$ cat config.mk
export PLATFORM = sky130hd
export DESIGN_NAME = ngsi_ctrl
export DESIGN_NICKNAME = d
export VERILOG_FILES = /design/src/rtl/core/nearest_greater_or_smaller_index_unit_macros.svh /design/src/rtl/core/ngsi_pkg.sv /design/src/rtl/core/ngsi_ctrl.sv
export SDC_FILE = /design/constraint.sdc
export NUM_CORES = 1
export LEC_CHECK = 0
export BUFFER_PORTS_ARGS = -buffer_cell sky130_fd_sc_hd__buf_2
export CORE_AREA = 2 2 39 41
export DETAILED_ROUTE_END_ITERATION = 12
export DIE_AREA = 0 0 41 43
export GPL_TIMING_DRIVEN = 0
export HOLD_SLACK_MARGIN = 0.06
export PLACE_DENSITY = 0.31
export SLEW_MARGIN = 25
export SYNTH_ARGS = -nofsm -noshare
export SYNTH_HDL_FRONTEND = slang
export SYNTH_SLANG_ARGS = --single-unit
$ cat constraint.sdc
create_clock -name clk -period 1.31 [get_ports clk]
set_clock_uncertainty 0.05 [all_clocks]
set_input_delay 0.0655 -clock clk [delete_from_list [all_inputs] [get_ports clk]]
set_output_delay 0.0655 -clock clk [all_outputs]
set_load 0.01 [all_outputs]
$ cat src/rtl/core/nearest_greater_or_smaller_index_unit_macros.svh
// ----------------------------------------------------------------------------
// nearest_greater_or_smaller_index_unit assertion macros
// shared concurrent assertion forms, clocked and held off during reset
// ----------------------------------------------------------------------------
`ifndef NEAREST_GREATER_OR_SMALLER_INDEX_UNIT_MACROS_SVH
`define NEAREST_GREATER_OR_SMALLER_INDEX_UNIT_MACROS_SVH

// same-cycle implication
`define NGSI_ASSERT_SAME(name, clk, rst_n, ante, cons, msg) \
	name: assert property (@(posedge clk) disable iff (!rst_n) (ante) |-> (cons)) \
		else $error(msg);

// next-cycle implication
`define NGSI_ASSERT_NEXT(name, clk, rst_n, ante, cons, msg) \
	name: assert property (@(posedge clk) disable iff (!rst_n) (ante) |=> (cons)) \
		else $error(msg);

`endif

$ cat src/rtl/core/ngsi_pkg.sv
// ----------------------------------------------------------------------------
// ngsi_pkg
// types and fixed field widths shared by the monotonic stack unit
// ----------------------------------------------------------------------------
package ngsi_pkg;

	localparam int SAMPLE_W = 32;
	localparam int POS_W    = 10;

	typedef enum logic [1:0] {
		ST_IDLE,
		ST_CMP,
		ST_LOAD,
		ST_PUSH
	} ngsi_state_t;

	typedef struct packed {
		logic load_item;
		logic pop;
		logic load_top;
		logic push;
	} ngsi_cmd_t;

	typedef struct packed {
		logic pop_hit;
		logic out_free;
	} ngsi_status_t;

endpackage

$ cat src/rtl/core/ngsi_ctrl.sv
// ----------------------------------------------------------------------------
// ngsi_ctrl
// sequencer: accept, compare against stack top, pop and reload, push
// ----------------------------------------------------------------------------
module ngsi_ctrl import ngsi_pkg::*; (
	input  logic         clk,
	input  logic         arst_n,
	input  logic         in_valid,
	output logic         in_ready,
	input  ngsi_status_t status,
	output ngsi_cmd_t    cmd
);

	ngsi_state_t state_q, state_d;

	always_ff @(posedge clk or negedge arst_n) begin
		if (!arst_n) begin
			state_q <= ST_IDLE;
		end else begin
			state_q <= state_d;
		end
	end

	always_comb begin
		state_d = state_q;
		case (state_q)
			ST_IDLE: begin
				if (in_valid) state_d = ST_CMP;
			end
			ST_CMP: begin
				state_d = status.pop_hit ? ST_LOAD : ST_PUSH;
			end
			ST_LOAD: begin
				state_d = ST_CMP;
			end
			ST_PUSH: begin
				if (status.out_free) state_d = ST_IDLE;
			end
			default: begin
				state_d = ST_IDLE;
			end
		endcase
	end

	always_comb begin
		cmd      = '0;
		in_ready = 1'b0;
		case (state_q)
			ST_IDLE: begin
				in_ready      = 1'b1;
				cmd.load_item = in_valid;
			end
			ST_CMP: begin
				cmd.pop = status.pop_hit;
			end
			ST_LOAD: begin
				cmd.load_top = 1'b1;
			end
			ST_PUSH: begin
				cmd.push = status.out_free;
			end
			default: begin
				cmd = '0;
			end
		endcase
	end

endmodule

# Yosys cells after proc, flatten, opt, wreduce, memory -nomap -nowiden
# Cells that the tools add are included.
[totals]
ff_bits = 2
input_bits = 5
out_inout_bits = 5
word_cells = 17
[op_classes]
n_eq_ne = 5
n_mux = 9
reduce_logical = 2
[op_table]
columns = ["operator", "n"]
rows = [
  ["$pmux 2 s4", 1],
  ["$mux 1", 6],
  ["$eq 2x2->1 const B", 2],
  ["$mux 2", 2],
  ["$ne 2x2->1 const B", 2],
  ["$eq 2x1->1 const B", 1],
  ["$logic_not 2->1", 1],
  ["$reduce_and 2->1", 1],
]

# Depth between registers and ports, before layout
[logic_depth]
word_depth = 3
depth_mapped = 2
mapped_depth_nobuf = 2

# Worst setup path before layout
# Ideal clock, no wire load.
[synth_timing]
kind = "register -> register"
startpoint = "reg state_q[1]"
endpoint = "reg state_q[0]"
setup_ns = 0.073
arrival_ns = 0.828
required_ns = 1.187
path_slack_ns = 0.359
stages_incl_launch_ff = 3
path_buffers = 0
period_less_slack_ns = 0.951
cell_sequence = "dfrtp_1 -> mux2_4 -> a21oi_2"
[synth_between]
elab_chain_cells = 3
elab_cells_between_ends = 8
classes_between = "eq/ne (5); mux (1); reduce/logical (2)"
[synth_lines]
columns = ["element", "line", "rtl"]
rows = [
  ["start, declared", "ngsi_ctrl.sv:14", "ngsi_state_t state_q, state_d;"],
  ["start signal, assigned", "ngsi_ctrl.sv:20", "state_q <= state_d;"],
  ["$eq 2x2->1 or $logic_not 2->1 (tied branches)", "ngsi_ctrl.sv:26", "case (state_q)"],
  ["$ne 2x2->1 (no source line)", "--", ""],
  ["$reduce_and 2->1 (no source line)", "--", ""],
]
# Parallel ways exist; a longest one is shown, timed or not.
# A chain may end at the register's enable or synchronous reset.

==> results.yml <==
synthesis:
  yosysWarningCount: 0
  netlist_area_um2: 120
  synth_fp_nets: 16
  synth_seq_area_share: 0.417
  ys_seq_elements: 2
  yosysUniqueCellTypes: 10
  syn_area_per_cell_um2: 10.9
  synthCells: 11
sta:
  max_freq_mhz: 851
  setup_viol: 0
  worst_pin_slew_ns: 0.198
  fin_crit_sh: 0.897
  rsz0062_at_grt: "no"
  finalMaxSlewViolations: 0
  worst_hold_slack_ns: 0.0707
  slew_headroom: 0.867
  finalCriticalPeriod_ns: 1.17
  setup_tns_ns: 0
  finalHoldViolCount: 0
critical_path:
  cp.arrival_ns: 1.06
  crit_chain: "dlygate4sd3_1 > buf_2 > and3_2 > buf_2"
  crit_path_max_incr_delay_ns: 0.53
  endpoint_kind: "output pin"
  cp_max_fo: 3
  critPathLaunchType: "input pin"
  path_delay_family: "buffers and inverters"
  crit_path_frequent_cell: "buf_2"
  path_class: "input pin to output pin"
  critical-path-slowest-cell: "dlygate4sd3_1"
  cp_num_buf_inv: 3
  worstPathRequired_ns: 1.19
cts:
  clkTransAtPathRegs_ns: 0.03
  clock_tree.root_cell: "clkbuf_4"
  cts.sinks: 2
  clockBufferDepth: 2
  clk_latency_ns: 0.22
  htreeDepth: 1
  cts_resized: 0
  cts_made_buffers: 3
  tritoncts: "done"
  cts.hold.buffers_added: 2
  cts_setup_buffers: 0
power_and_ir_drop:
  p_leak_nw: 0.118
  vdd_drop_max_v: 0.000636
  power_density_nw_per_um2: 2050
  power_w: 0.000468
layout:
  num_antenna_cells: 0
  syn2layout_area_growth_pct: 89.6
  layout-drive-gt1-share: 0.640
  layout.nets: 32
  largest_reg_flops: 2
  layout_commonest_cell: "buf_2"
  top_register: "state_q"
  stdcell_area_um2: 228
  reg.largest.list: "state_q: 2 flops"
  final_cell_mix: "buf_2 (9), clkbuf_4 (3), dlygate4sd3_1 (2), dfrtp_1 (2)"
  final_util: 0.165
hold_path:
  min_path_type: "input pin to flop"
floorplanning:
  ios: 10
  die-area_um2: 1760
  start_util: 0.0868
  rows: 14
  core_um2: 1380
  fp.dieW_um: 41
  die_h_um: 43
grt:
  track_usage: 0.0402
  grt_pass1_wl_um: 427
  grt_pass1_vias: 108
  grt_use_met2: 0.0344
  use_met1: 0.0547
  grt_max_degree: 8
  antenna_found_initial: 0
  gr-max-usage-layer: "met1"
  use_met3: 0.0471
  grt-ovfl-total: 0
route:
  avgViaCountPerCell: 3.15
  dr.pass1.iters: 1
  wl_per_cell_um: 7.78
  dr.first_iter.drc_count: 0
  final_antenna_net_count: 0
  routed_wl_um: 319
  remaining_drc_errors: 0
  vias: 129
placement:
  portBuffers: 9
  place_area_um2: 185
  place_congestion: 0.503
run:
  max_cap_viol_count: 0
run_status:
  status: "finished clean"
-- cell usage after synthesis (all sizes together) --
library cell | count | area (um2)
and3 | 1 | 7.51
and2 | 1 | 6.26
nor3 | 1 | 5.00
dfrtp | 2 | 50.1
nor2 | 1 | 3.75
a21oi | 1 | 8.76
mux2 | 1 | 15.0
a21boi | 1 | 7.51
nor2b | 1 | 6.26
and3b | 1 | 10.0
-- logic make-up (layout without fill, tap and decap cells) --
family	Yosys count	after routing	synth area share
multiplexers	1	1	0.125
flip-flops	2	2	0.417
AND/OR/NAND/NOR	6	6	0.323
buffers and inverters	0	14	0
AO/OA/AOI/OAI	2	2	0.135
-- power by group --
part	leakage (nW)	internal (W)	switching, W
clock	0.0138	0.000101	0.0000331
combinational	0.0813	0.000108	0.0000803
sequential	0.0228	0.0000932	0.0000518
total	0.118	0.000303	0.000165
-- routing by layer --
layer,vias up,wire length [um]
met5,-,0
met4,0,0
met3,0,63
met2,10,84
met1,50,171
li1,69,-
-- path summary, 6_finish.rpt --
kind,slack [ns],start,to,cells past startpoint
max,0.14,status[0],cmd[0],4
min,0.07,in_valid,state_q[0],3
max reg2reg,0.29,state_q[1],state_q[0],2
min reg2reg,0.50,state_q[0],state_q[0],1
max in group asynchronous,1.01,arst_n,state_q[1],2
min in group asynchronous,0.11,arst_n,state_q[0],2
-- worst min-delay path, cell delays in order --
cell     delay, ns
buf_2         0.09
nor3_1        0.04
a21oi_2       0.10
-- layout make-up --
| cell class | instances | area (um2) |
|---|---|---|
| sequential | 2 | 50.0 |
| tap | 16 | 20.0 |
| multi-input combinational | 9 | 70.1 |
| timing repair buffer | 11 | 65.1 |
| clock buffer | 3 | 22.5 |
| fill | 150 | 1160 |
-- stage by stage --
| step | setup WS, ns | std cells |
|---|---|---|
| 2_1_floorplan | 0.359 | 11 |
| 3_3_place_gp | 0.318 | 36 |
| 3_5_place_dp | 0.297 | 36 |
| 4_1_cts | 0.133 | 41 |
| 5_1_grt | 0.0789 | 41 |
| 6_report | 0.135 | 41 |
Note: power is estimated with default switching activity, not from simulation.
